<file path="config.mk">
export PLATFORM = sky130hd
export DESIGN_NAME = four_level_page_table_walker_top
export DESIGN_NICKNAME = d
export VERILOG_FILES = /design/src/rtl/core/ptw_pkg.sv /design/src/rtl/core/ptw_queue.sv /design/src/rtl/core/ptw_front.sv /design/src/rtl/core/ptw_back.sv /design/src/rtl/core/four_level_page_table_walker_top.sv
export VERILOG_INCLUDE_DIRS = /design/src /design/src/rtl/core
export SDC_FILE = /design/constraint.sdc
export NUM_CORES = 1
export LEC_CHECK = 0
export ABC_CLOCK_PERIOD_IN_PS = 21800
export BUFFER_PORTS_ARGS = -buffer_cell sky130_fd_sc_hd__buf_4
export CAP_MARGIN = 20
export CORE_AREA = 3 3 250 252
export CTS_BUF_LIST = sky130_fd_sc_hd__clkbuf_4 sky130_fd_sc_hd__clkbuf_8 sky130_fd_sc_hd__clkbuf_16
export DETAILED_ROUTE_END_ITERATION = 6
export DIE_AREA = 0 0 253 255
export GPL_ROUTABILITY_DRIVEN = 1
export MAX_ROUTING_LAYER = met4
export PLACE_DENSITY_LB_ADDON = 0.15
export SYNTH_ARGS = -nofsm -noshare
export SYNTH_HDL_FRONTEND = slang
export SYNTH_SLANG_ARGS = --single-unit
</file>
<file path="constraint.sdc">
create_clock -name clk -period 21.8 [get_ports clk]
set_input_delay 1.09 -clock clk [delete_from_list [all_inputs] [get_ports clk]]
set_output_delay 1.09 -clock clk [all_outputs]
set_load 0.05 [all_outputs]
</file>
<file path="src/rtl/core/four_level_page_table_walker_top_macros.svh">
// Assertion macros for the four-level page table walker.
// Included by the modules that carry concurrent checks; no other dependencies.
`ifndef FOUR_LEVEL_PAGE_TABLE_WALKER_TOP_MACROS_SVH
`define FOUR_LEVEL_PAGE_TABLE_WALKER_TOP_MACROS_SVH

// Consequent must hold in the same cycle as the antecedent.
`define PTW_ASSERT_SAME(label, clk, rst_n, ante, cons, msg) \
	label: assert property (@(posedge clk) disable iff (!rst_n) (ante) |-> (cons)) \
		else $error(msg);

// Consequent must hold in the cycle after the antecedent.
`define PTW_ASSERT_NEXT(label, clk, rst_n, ante, cons, msg) \
	label: assert property (@(posedge clk) disable iff (!rst_n) (ante) |=> (cons)) \
		else $error(msg);

`endif

</file>
<file path="src/rtl/core/ptw_pkg.sv">
// Shared types, codes and helper functions for the page table walker.
// No dependencies; used by every module of the walker.
`timescale 1ns / 1ps

package ptw_pkg;

	localparam int PA_W      = 52;
	localparam int VA_W      = 48;
	localparam int DATA_W    = 64;
	localparam int LIMIT_W   = 41;
	localparam int IDX_W     = 9;
	localparam int Q_DEPTH   = 4;
	localparam int Q_PTR_W   = 2;
	localparam int Q_CNT_W   = 3;
	localparam int CFG_DATA_W = 64;
	localparam int CFG_ADDR_W = 4;
	localparam int IN_DATA_W  = 168;
	localparam int OUT_DATA_W = 176;

	localparam logic [LIMIT_W-1:0] FRAME_LIMIT_RST = 41'd1048576;

	typedef enum logic {
		REG_CURRENT_ROOT = 1'b0,
		REG_FRAME_LIMIT  = 1'b1
	} reg_sel_t;

	typedef enum logic {
		FUNC_REQ  = 1'b0,
		FUNC_RESP = 1'b1
	} func_t;

	typedef enum logic {
		KIND_READ  = 1'b0,
		KIND_FINAL = 1'b1
	} kind_t;

	typedef enum logic [2:0] {
		ST_OK        = 3'd0,
		ST_ZERO_ADDR = 3'd1,
		ST_BAD_ROOT  = 3'd2,
		ST_NO_PML4E  = 3'd3,
		ST_NO_PDPTE  = 3'd4,
		ST_HUGE_1G   = 3'd5,
		ST_NO_PDE    = 3'd6,
		ST_NO_PTE    = 3'd7
	} status_t;

	typedef enum logic [1:0] {
		LVL_PML4 = 2'd0,
		LVL_PDPT = 2'd1,
		LVL_PD   = 2'd2,
		LVL_PT   = 2'd3
	} level_t;

	// Classified input item as it sits in the queue.
	typedef struct packed {
		func_t              func;
		logic [VA_W-1:0]    vaddr;
		status_t            code;
		logic [PA_W-1:0]    entry_addr;
		logic [DATA_W-1:0]  read_data;
	} ptw_item_t;

	typedef struct packed {
		kind_t              kind;
		logic [PA_W-1:0]    read_addr;
		status_t            status;
		logic [PA_W-1:0]    entry_addr;
		logic [DATA_W-1:0]  entry_value;
		logic               leaf_2m;
	} ptw_result_t;

	typedef struct packed {
		logic [PA_W-1:0]    current_root;
		logic [LIMIT_W-1:0] frame_limit;
	} ptw_cfg_t;

	function automatic logic [PA_W-1:0] frame_mask(input int phys_bits);
		logic [PA_W-1:0] m;
		m = {PA_W{1'b1}} >> (PA_W - phys_bits);
		return m & ~{{(PA_W-12){1'b0}}, 12'hFFF};
	endfunction

	function automatic logic [IDX_W-1:0] level_index(input logic [VA_W-1:0] va,
			input level_t lvl);
		logic [IDX_W-1:0] idx;
		case (lvl)
			LVL_PML4: idx = va[47:39];
			LVL_PDPT: idx = va[38:30];
			LVL_PD:   idx = va[29:21];
			LVL_PT:   idx = va[20:12];
			default:  idx = '0;
		endcase
		return idx;
	endfunction

	// Base has bits 11:0 clear, so the 8-byte entry offset is merged by OR.
	function automatic logic [PA_W-1:0] entry_at(input logic [PA_W-1:0] base,
			input logic [IDX_W-1:0] idx, input logic [PA_W-1:0] mask);
		return (base & mask) | {{(PA_W-IDX_W-3){1'b0}}, idx, 3'b000};
	endfunction

	function automatic status_t absent_status(input level_t lvl);
		status_t st;
		case (lvl)
			LVL_PML4: st = ST_NO_PML4E;
			LVL_PDPT: st = ST_NO_PDPTE;
			LVL_PD:   st = ST_NO_PDE;
			LVL_PT:   st = ST_NO_PTE;
			default:  st = ST_NO_PTE;
		endcase
		return st;
	endfunction

endpackage

</file>
<file path="src/rtl/core/ptw_queue.sv">
// Small in-order queue of classified items between the front and the back.
// Depends on ptw_pkg.
`timescale 1ns / 1ps

module ptw_queue (
	input  logic                clk,
	input  logic                arst_n,
	input  logic                push,
	input  ptw_pkg::ptw_item_t  push_item,
	output logic                full,
	input  logic                pop,
	output logic                head_valid,
	output ptw_pkg::ptw_item_t  head_item
);
	import ptw_pkg::*;

	ptw_item_t             mem_q [Q_DEPTH];
	logic [Q_PTR_W-1:0]    wr_ptr_q;
	logic [Q_PTR_W-1:0]    rd_ptr_q;
	logic [Q_CNT_W-1:0]    count_q;
	logic                  do_push;
	logic                  do_pop;

	assign full       = (count_q == Q_CNT_W'(Q_DEPTH));
	assign head_valid = (count_q != '0);
	assign head_item  = mem_q[rd_ptr_q];
	assign do_push    = push && !full;
	assign do_pop     = pop && head_valid;

	always_ff @(posedge clk) begin
		if (do_push) begin
			mem_q[wr_ptr_q] <= push_item;
		end
	end

	always_ff @(posedge clk or negedge arst_n) begin
		if (!arst_n) begin
			wr_ptr_q <= '0;
			rd_ptr_q <= '0;
			count_q  <= '0;
		end else begin
			if (do_push) begin
				wr_ptr_q <= wr_ptr_q + Q_PTR_W'(1);
			end
			if (do_pop) begin
				rd_ptr_q <= rd_ptr_q + Q_PTR_W'(1);
			end
			case ({do_push, do_pop})
				2'b10:   count_q <= count_q + Q_CNT_W'(1);
				2'b01:   count_q <= count_q - Q_CNT_W'(1);
				default: count_q <= count_q;
			endcase
		end
	end

endmodule

</file>
<file path="src/rtl/core/ptw_front.sv">
// Front end: accepts input items, decodes them and pre-checks requests
// (zero address, root selection and range). Depends on ptw_pkg.
`timescale 1ns / 1ps

module ptw_front #(
	parameter int PHYS_ADDR_BITS = 52
) (
	input  logic                               s_tvalid,
	output logic                               s_tready,
	input  logic [ptw_pkg::IN_DATA_W-1:0]      s_tdata,
	input  logic                               s_tuser,
	input  ptw_pkg::ptw_cfg_t                  cfg,
	input  logic                               q_full,
	output logic                               push,
	output ptw_pkg::ptw_item_t                 item
);
	import ptw_pkg::*;

	localparam logic [PA_W-1:0] FrameMask = frame_mask(PHYS_ADDR_BITS);

	logic [VA_W-1:0]   va;
	logic [PA_W-1:0]   root;
	logic [PA_W-1:0]   root_sel;
	logic              out_of_range;
	logic              base_zero;

	assign va   = s_tdata[47:0];
	assign root = s_tdata[99:48];

	assign s_tready = !q_full;
	assign push     = s_tvalid && !q_full;

	always_comb begin
		root_sel     = (root == '0) ? cfg.current_root : root;
		out_of_range = (root != '0) && ({1'b0, root[51:12]} >= cfg.frame_limit);
		base_zero    = ((root_sel & FrameMask) == '0);

		item.func       = func_t'(s_tuser);
		item.vaddr      = va;
		item.read_data  = s_tdata[163:100];
		item.entry_addr = entry_at(root_sel, level_index(va, LVL_PML4), FrameMask);
		if (va == '0) begin
			item.code = ST_ZERO_ADDR;
		end else if (out_of_range || base_zero) begin
			item.code = ST_BAD_ROOT;
		end else begin
			item.code = ST_OK;
		end
	end

endmodule

</file>
<file path="src/rtl/core/ptw_back.sv">
// Back end: holds the walk state, consumes queued items in order and
// drives the registered result. Depends on ptw_pkg and the macro header.
`timescale 1ns / 1ps
`include "four_level_page_table_walker_top_macros.svh"

module ptw_back #(
	parameter int PHYS_ADDR_BITS = 52
) (
	input  logic                  clk,
	input  logic                  arst_n,
	input  logic                  head_valid,
	input  ptw_pkg::ptw_item_t    head_item,
	output logic                  pop,
	output logic                  res_valid,
	input  logic                  res_ready,
	output ptw_pkg::ptw_result_t  res
);
	import ptw_pkg::*;

	localparam logic [PA_W-1:0] FrameMask = frame_mask(PHYS_ADDR_BITS);

	logic              busy_q;
	level_t            level_q;
	logic [VA_W-1:0]   vaddr_q;
	logic [PA_W-1:0]   pending_q;
	logic              out_valid_q;
	ptw_result_t       out_q;

	logic              busy_d;
	level_t            level_d;
	logic [VA_W-1:0]   vaddr_d;
	logic [PA_W-1:0]   pending_d;
	logic              has_res;
	ptw_result_t       res_d;
	logic              out_free;
	logic              push;
	logic              present;
	logic              ps_bit;
	level_t            level_nx;
	logic [PA_W-1:0]   next_addr;

	assign out_free  = !out_valid_q || res_ready;
	assign pop       = head_valid && (!has_res || out_free);
	assign push      = pop && has_res;
	assign res_valid = out_valid_q;
	assign res       = out_q;

	always_comb begin
		present   = head_item.read_data[0];
		ps_bit    = head_item.read_data[7];
		level_nx  = level_t'(level_q + 2'd1);
		next_addr = entry_at({head_item.read_data[51:12], 12'h000},
			level_index(vaddr_q, level_nx), FrameMask);

		busy_d    = busy_q;
		level_d   = level_q;
		vaddr_d   = vaddr_q;
		pending_d = pending_q;
		has_res   = 1'b0;
		res_d     = '0;

		if (head_item.func == FUNC_REQ) begin
			if (!busy_q) begin
				has_res = 1'b1;
				if (head_item.code != ST_OK) begin
					res_d.kind   = KIND_FINAL;
					res_d.status = head_item.code;
				end else begin
					busy_d          = 1'b1;
					level_d         = LVL_PML4;
					vaddr_d         = head_item.vaddr;
					pending_d       = head_item.entry_addr;
					res_d.kind      = KIND_READ;
					res_d.read_addr = head_item.entry_addr;
				end
			end
		end else if (busy_q) begin
			has_res    = 1'b1;
			res_d.kind = KIND_FINAL;
			busy_d     = 1'b0;
			level_d    = LVL_PML4;
			if (!present) begin
				res_d.status = absent_status(level_q);
			end else if (level_q == LVL_PDPT && ps_bit) begin
				res_d.status = ST_HUGE_1G;
			end else if ((level_q == LVL_PD && ps_bit) || level_q == LVL_PT) begin
				res_d.status      = ST_OK;
				res_d.entry_addr  = pending_q;
				res_d.entry_value = head_item.read_data;
				res_d.leaf_2m     = (level_q == LVL_PD);
			end else begin
				// Descend one level.
				busy_d          = 1'b1;
				level_d         = level_nx;
				pending_d       = next_addr;
				res_d.kind      = KIND_READ;
				res_d.read_addr = next_addr;
			end
		end
	end

	always_ff @(posedge clk or negedge arst_n) begin
		if (!arst_n) begin
			busy_q      <= 1'b0;
			level_q     <= LVL_PML4;
			vaddr_q     <= '0;
			pending_q   <= '0;
			out_valid_q <= 1'b0;
		end else begin
			if (pop) begin
				busy_q    <= busy_d;
				level_q   <= level_d;
				vaddr_q   <= vaddr_d;
				pending_q <= pending_d;
			end
			if (push) begin
				out_valid_q <= 1'b1;
			end else if (res_ready) begin
				out_valid_q <= 1'b0;
			end
		end
	end

	always_ff @(posedge clk) begin
		if (push) begin
			out_q <= res_d;
		end
	end

	`PTW_ASSERT_NEXT(a_final_ends_walk, clk, arst_n, push && res_d.kind == KIND_FINAL, !busy_q, "final result left the walker busy")
	`PTW_ASSERT_NEXT(a_read_keeps_walk, clk, arst_n, push && res_d.kind == KIND_READ, busy_q, "read request issued without an active walk")
	`PTW_ASSERT_SAME(a_idle_resp_dropped, clk, arst_n, pop && head_item.func == FUNC_RESP && !busy_q, !push, "response while idle produced a result")
	`PTW_ASSERT_SAME(a_pending_aligned, clk, arst_n, busy_q, pending_q[2:0] == 3'b000, "pending entry address not 8-byte aligned")

endmodule

</file>
<file path="src/rtl/core/four_level_page_table_walker_top.sv">
// Top level of the four-level page table walker: configuration registers,
// front end, item queue and walk back end. Depends on ptw_pkg and submodules.
//
// Usage:
//  - Input channel s_*: s_tuser is the item type (0 translation request,
//    1 memory read response). Requests carry the virtual address and a root
//    address, where a zero root selects the configured current root;
//    responses carry read_data, the 64-bit table entry read from memory.
//  - Output channel m_*: m_tuser is the result kind (0 memory read request,
//    1 final walk result). A read request gives read_addr; the memory's
//    answer must come back on the input channel as a response item.
//  - Each accepted item yields at most one result; m_tvalid rises only once
//    it has passed the queue and the output register. One item per cycle is
//    sustained while m_tready is high, the back end evaluating one queued item.
//  - A 4 KiB walk costs four memory round trips, a 2 MiB walk three.
//  - When m_tready is low the result is held in the output register and the
//    four-entry queue keeps accepting items until it fills; then s_tready
//    drops. Items that give no result drain even while the output stalls.
//  - Reset empties the queue, walk state and output; current_root 0, frame_limit 1048576.
//  - APB: current_root at 0x0, frame_limit at 0x8; pready is always high.
`timescale 1ns / 1ps

module four_level_page_table_walker_top #(
	parameter int PHYS_ADDR_BITS = 52
) (
	input  logic                               clk,
	input  logic                               arst_n,
	// Input items
	input  logic                               s_tvalid,
	output logic                               s_tready,
	// [47:0] vaddr, [99:48] root_addr, [163:100] read_data, rest zero
	input  logic [ptw_pkg::IN_DATA_W-1:0]      s_tdata,
	// [0] func
	input  logic                               s_tuser,
	// Result items
	output logic                               m_tvalid,
	input  logic                               m_tready,
	// [51:0] read_addr, [54:52] status, [106:55] entry_addr,
	// [170:107] entry_value, [171] leaf_2m, rest zero
	output logic [ptw_pkg::OUT_DATA_W-1:0]     m_tdata,
	// [0] kind
	output logic                               m_tuser,
	// Configuration
	input  logic                               psel,
	input  logic                               penable,
	input  logic                               pwrite,
	input  logic [ptw_pkg::CFG_ADDR_W-1:0]     paddr,
	input  logic [ptw_pkg::CFG_DATA_W-1:0]     pwdata,
	output logic [ptw_pkg::CFG_DATA_W-1:0]     prdata,
	output logic                               pready
);
	import ptw_pkg::*;

	ptw_cfg_t     cfg_q;
	logic         cfg_wr;
	reg_sel_t     reg_sel;

	logic         q_full;
	logic         q_push;
	ptw_item_t    q_in;
	logic         q_pop;
	logic         q_head_valid;
	ptw_item_t    q_head;
	ptw_result_t  res;

	// Registers decode on address bit 3 alone; byte offsets are ignored.
	assign pready  = 1'b1;
	assign reg_sel = reg_sel_t'(paddr[3]);
	assign cfg_wr  = psel && penable && pwrite && pready;

	always_comb begin
		case (reg_sel)
			REG_CURRENT_ROOT: prdata = {{(CFG_DATA_W-PA_W){1'b0}}, cfg_q.current_root};
			REG_FRAME_LIMIT:  prdata = {{(CFG_DATA_W-LIMIT_W){1'b0}}, cfg_q.frame_limit};
			default:          prdata = '0;
		endcase
	end

	always_ff @(posedge clk or negedge arst_n) begin
		if (!arst_n) begin
			cfg_q.current_root <= '0;
			cfg_q.frame_limit  <= FRAME_LIMIT_RST;
		end else if (cfg_wr) begin
			case (reg_sel)
				REG_CURRENT_ROOT: cfg_q.current_root <= pwdata[PA_W-1:0];
				REG_FRAME_LIMIT:  cfg_q.frame_limit  <= pwdata[LIMIT_W-1:0];
				default:          cfg_q <= cfg_q;
			endcase
		end
	end

	// Decode and pre-check requests before they enter the queue.
	ptw_front #(
		.PHYS_ADDR_BITS (PHYS_ADDR_BITS)
	) u_front (
		.s_tvalid (s_tvalid),
		.s_tready (s_tready),
		.s_tdata  (s_tdata),
		.s_tuser  (s_tuser),
		.cfg      (cfg_q),
		.q_full   (q_full),
		.push     (q_push),
		.item     (q_in)
	);

	// Decouple acceptance from the walk so either side may stall.
	ptw_queue u_queue (
		.clk        (clk),
		.arst_n     (arst_n),
		.push       (q_push),
		.push_item  (q_in),
		.full       (q_full),
		.pop        (q_pop),
		.head_valid (q_head_valid),
		.head_item  (q_head)
	);

	// Walk engine and output register.
	ptw_back #(
		.PHYS_ADDR_BITS (PHYS_ADDR_BITS)
	) u_back (
		.clk        (clk),
		.arst_n     (arst_n),
		.head_valid (q_head_valid),
		.head_item  (q_head),
		.pop        (q_pop),
		.res_valid  (m_tvalid),
		.res_ready  (m_tready),
		.res        (res)
	);

	// Pack the result fields, lowest field first.
	assign m_tuser = res.kind;
	assign m_tdata = {4'b0000, res.leaf_2m, res.entry_value, res.entry_addr,
		res.status, res.read_addr};

endmodule

</file>
==> impl_metrics.env <==
export IMPL_status="finished clean"
export IMPL_die_area_sq_mm=0.06452
export IMPL_clock_fmax_mhz=216.9
export IMPL_p_comb_frac=0.367
export IMPL_peakVddDrop_mv=0.2671
export IMPL_max_stage_delay_ns=0.89
export IMPL_cts_setup_buffers=0
export IMPL_drt_iter0_drc=1629
export IMPL_synth_cell_types=62
export IMPL_path_clk_slew_ns=0.06
export IMPL_drtAntennaViolNets=0
export IMPL_ios=488
export IMPL_antenna_found_initial=4
export IMPL_clock_skew_ns=0.02911
export IMPL_worstPathRequired_ns=22.28
export IMPL_port_buffers=445
export IMPL_first_global_vias=21010
export IMPL_placed_area_sq_mm=0.04149
export IMPL_crit_fanout=52
export IMPL_routed_via_density=5.985
export IMPL_rsz0062_at_grt="no"
export IMPL_endpoint_kind="flip-flop"
export IMPL_pwr_share_clk=0.234
export IMPL_slowest_stage="dfrtp_4"
export IMPL_ff2ff_path_depth=9
export IMPL_slew_violations=0
export IMPL_start_kind="flip-flop"
export IMPL_cts_resized=0
export IMPL_crit_top_cell="buf_4"
export IMPL_syn_mean_instance_area_sq_um=18.05
export IMPL_finalSetupViolCount=0
export IMPL_cp_data_arrival_time_ns=5.09
export IMPL_syn_area_sq_mm=0.03746
export IMPL_ys_flop_type="edfxtp_1"
export IMPL_finalHoldViolCount=0
export IMPL_finalCriticalPeriod_ns=4.611
export IMPL_setup_tns_ns=0
export IMPL_initial_utilization=0.6206
export IMPL_rows=90
export IMPL_drt_drc_violations_left=0
export IMPL_postLayoutCoreUtil=0.7413
export IMPL_seq_power_share=0.399
export IMPL_switching_share=0.3675
export IMPL_worstSetupPathType="reg -> reg"
export IMPL_cts_max_level=3
export IMPL_final_area_sq_mm=0.04474
export IMPL_drv_cap=0
export IMPL_hp_class="in -> async"
export IMPL_p_per_area_mw_per_mm2=157.3
export IMPL_core_area_sq_mm=0.06036
export IMPL_firstDrtPassIters=6
export IMPL_async_flop_share=0.2037
export IMPL_synth_edf_count=739
export IMPL_p_sw_w=0.002586
export IMPL_cts_sinks=928
export IMPL_ys_seq_area_frac=0.7187
export IMPL_drive_gt1_frac=0.3663
export IMPL_wl_microns=85670
export IMPL_worst_slew_pin_transition_ns=1.098
export IMPL_hpwlAfterDp_microns=55410
export IMPL_clk_latency_ns=0.64
export IMPL_grt_pass1_wl_microns=128000
export IMPL_vias=20370
export IMPL_ys_warnings_count=0
export IMPL_cts_made_buffers=90
export IMPL_cp_cell_sequence="buf_4, buf_4, mux4_2, o21ai_0, and3_1, nand2_2, nor2_4, buf_4, a22o_1"
export IMPL_place_congestion=0.8822
export IMPL_die_x_microns=253
export IMPL_final_nets=2834
export IMPL_grt_max_degree=170
export IMPL_grt_total_usage=0.2747
export IMPL_die_h_microns=255
export IMPL_ys_ff_latch=928
export IMPL_internal_power_w=0.004451
export IMPL_tritoncts="yes"
export IMPL_slew_headroom=0.2679
export IMPL_ctsHoldBuffers=0
export IMPL_fin_crit_sh=0.2115
export IMPL_area_growth_pct=19.45
export IMPL_wire_per_inst_microns=25.18
export IMPL_syn_inst=2075
export IMPL_overflow=0
export IMPL_leakage_nw=17.38
export IMPL_clk_path_buf_depth=3
export IMPL_cts_root_buf="clkbuf_16"
-- power groups by stage --
stage	sequential [W]	combinational, W	clock (W)
global placement	0.00281	0.00255	0
detailed placement	0.00284	0.00259	0
finish	0.00281	0.00258	0.00165
floorplan	0.00340	0.00131	0
global route	0.00285	0.00274	0.00174
CTS	0.00281	0.00261	0.00167
-- area by class of cell --
class,count,area [sq um]
fill,3599,15620
sequential,928,26930
inverter,93,349.1
multi-input combinational,954,9696
timing repair buffer,470,3567
clock inverter,57,704.4
tap,782,978.4
clock buffer,113,2504
antenna,6,15.01
-- per-layer routing --
metal | share of wire | vias to the layer above | track usage
met5 | 0 | - | -
met4 | 0.024 | 0 | 0.08074
met3 | 0.071 | 135 | 0.04817
met2 | 0.49 | 768 | 0.4218
met1 | 0.42 | 10530 | 0.3869
li1 | - | 8929 | -
-- through the flow --
stage	worst slack (ns)	hold slack [ns]	total power, W	std cells
after floorplan	11.37	0.4556	0.004709	2096
after detailed placement	17.02	0.4770	0.005434	3226
after CTS	17.00	0.3984	0.007093	3396
after global routing	16.85	0.4280	0.007341	3400
after global placement	17.08	0.4686	0.005358	3226
final	17.19	0.4263	0.007037	3403
-- path summary, 6_finish.rpt --
kind | start | slack [ns] | end
worst max-delay path | u_queue.rd_ptr_q[1] | 17.19 | u_back.res[153]
max in group asynchronous | arst_n | 20.02 | u_back.pending_q[46]
worst min register to register | u_back.pending_q[11] | 0.49 | u_back.pending_q[11]
min in group clk | u_back.pending_q[11] | 0.49 | u_back.pending_q[11]
worst max register to register | u_queue.rd_ptr_q[1] | 17.19 | u_back.res[153]
worst min-delay path | arst_n | 0.43 | cfg_q[5]
-- sequential cells by signal, indices dropped and copies added, names as in the netlist --
register / cells
cfg_q: 93
u_back.busy_q: 1
u_back.level_q: 2
u_back.pending_q: 49
u_back.res: 167
u_back.res_valid: 1
u_back.vaddr_q: 36
u_queue.count_q: 3
u_queue.mem_q: 572
u_queue.rd_ptr_q: 2
u_queue.wr_ptr_q: 2
-- critical path: cells and delay by family, from the launching register on --
kind / cells / cell delay [ns]
mux: 1 / 0.49
simple gates: 3 / 0.61
flops: 1 / 0.89
buf+inv: 3 / 1.99
compound gates: 2 / 0.36
-- Yosys cell counts, types with 23 or more instances --
cell type	instances	area [sq um]
edfxtp_1	739	22190
mux2i_1	41	410.4
mux4_2	142	3198
a21oi_1	59	295.3
inv_1	90	337.8
a21o_1	45	337.8
and2_1	154	963.4
buf_4	31	232.7
dfrtp_1	188	4705
mux2_2	171	1926
buf_2	23	115.1
a22o_1	40	350.3
nand2_1	46	172.7
clkbuf_1	55	206.5
ha_1	52	650.6
nor4_1	33	206.5
-- logic make-up after synthesis --
family          after synthesis  share of synthesized area
flops                       928                     0.7187
mux                         363                     0.1504
simple gates                307                    0.04783
buf+inv                     214                    0.02602
compound gates              202                    0.03745
fa+ha+maj                    53                    0.01790
xor+xnor                      6                   0.001403
other cells                   2                  0.0002005
-- placed cells by master (no fill, tap or decap), types with 40 or more instances in the layout --
cell type  synthesis  routed
ha_1              52      52
dfrtp_1          188     186
mux4_2           142     142
buf_4             31     467
clkbuf_16          0      92
a21oi_1           59      59
edfxtp_1         739     739
a22o_1            40      40
mux2i_1           41      41
and2_1           154     154
mux2_2           171     171
a21o_1            45      44
inv_1             90      90
nand2_1           46      46
Note: power is estimated with default switching activity, not from simulation.
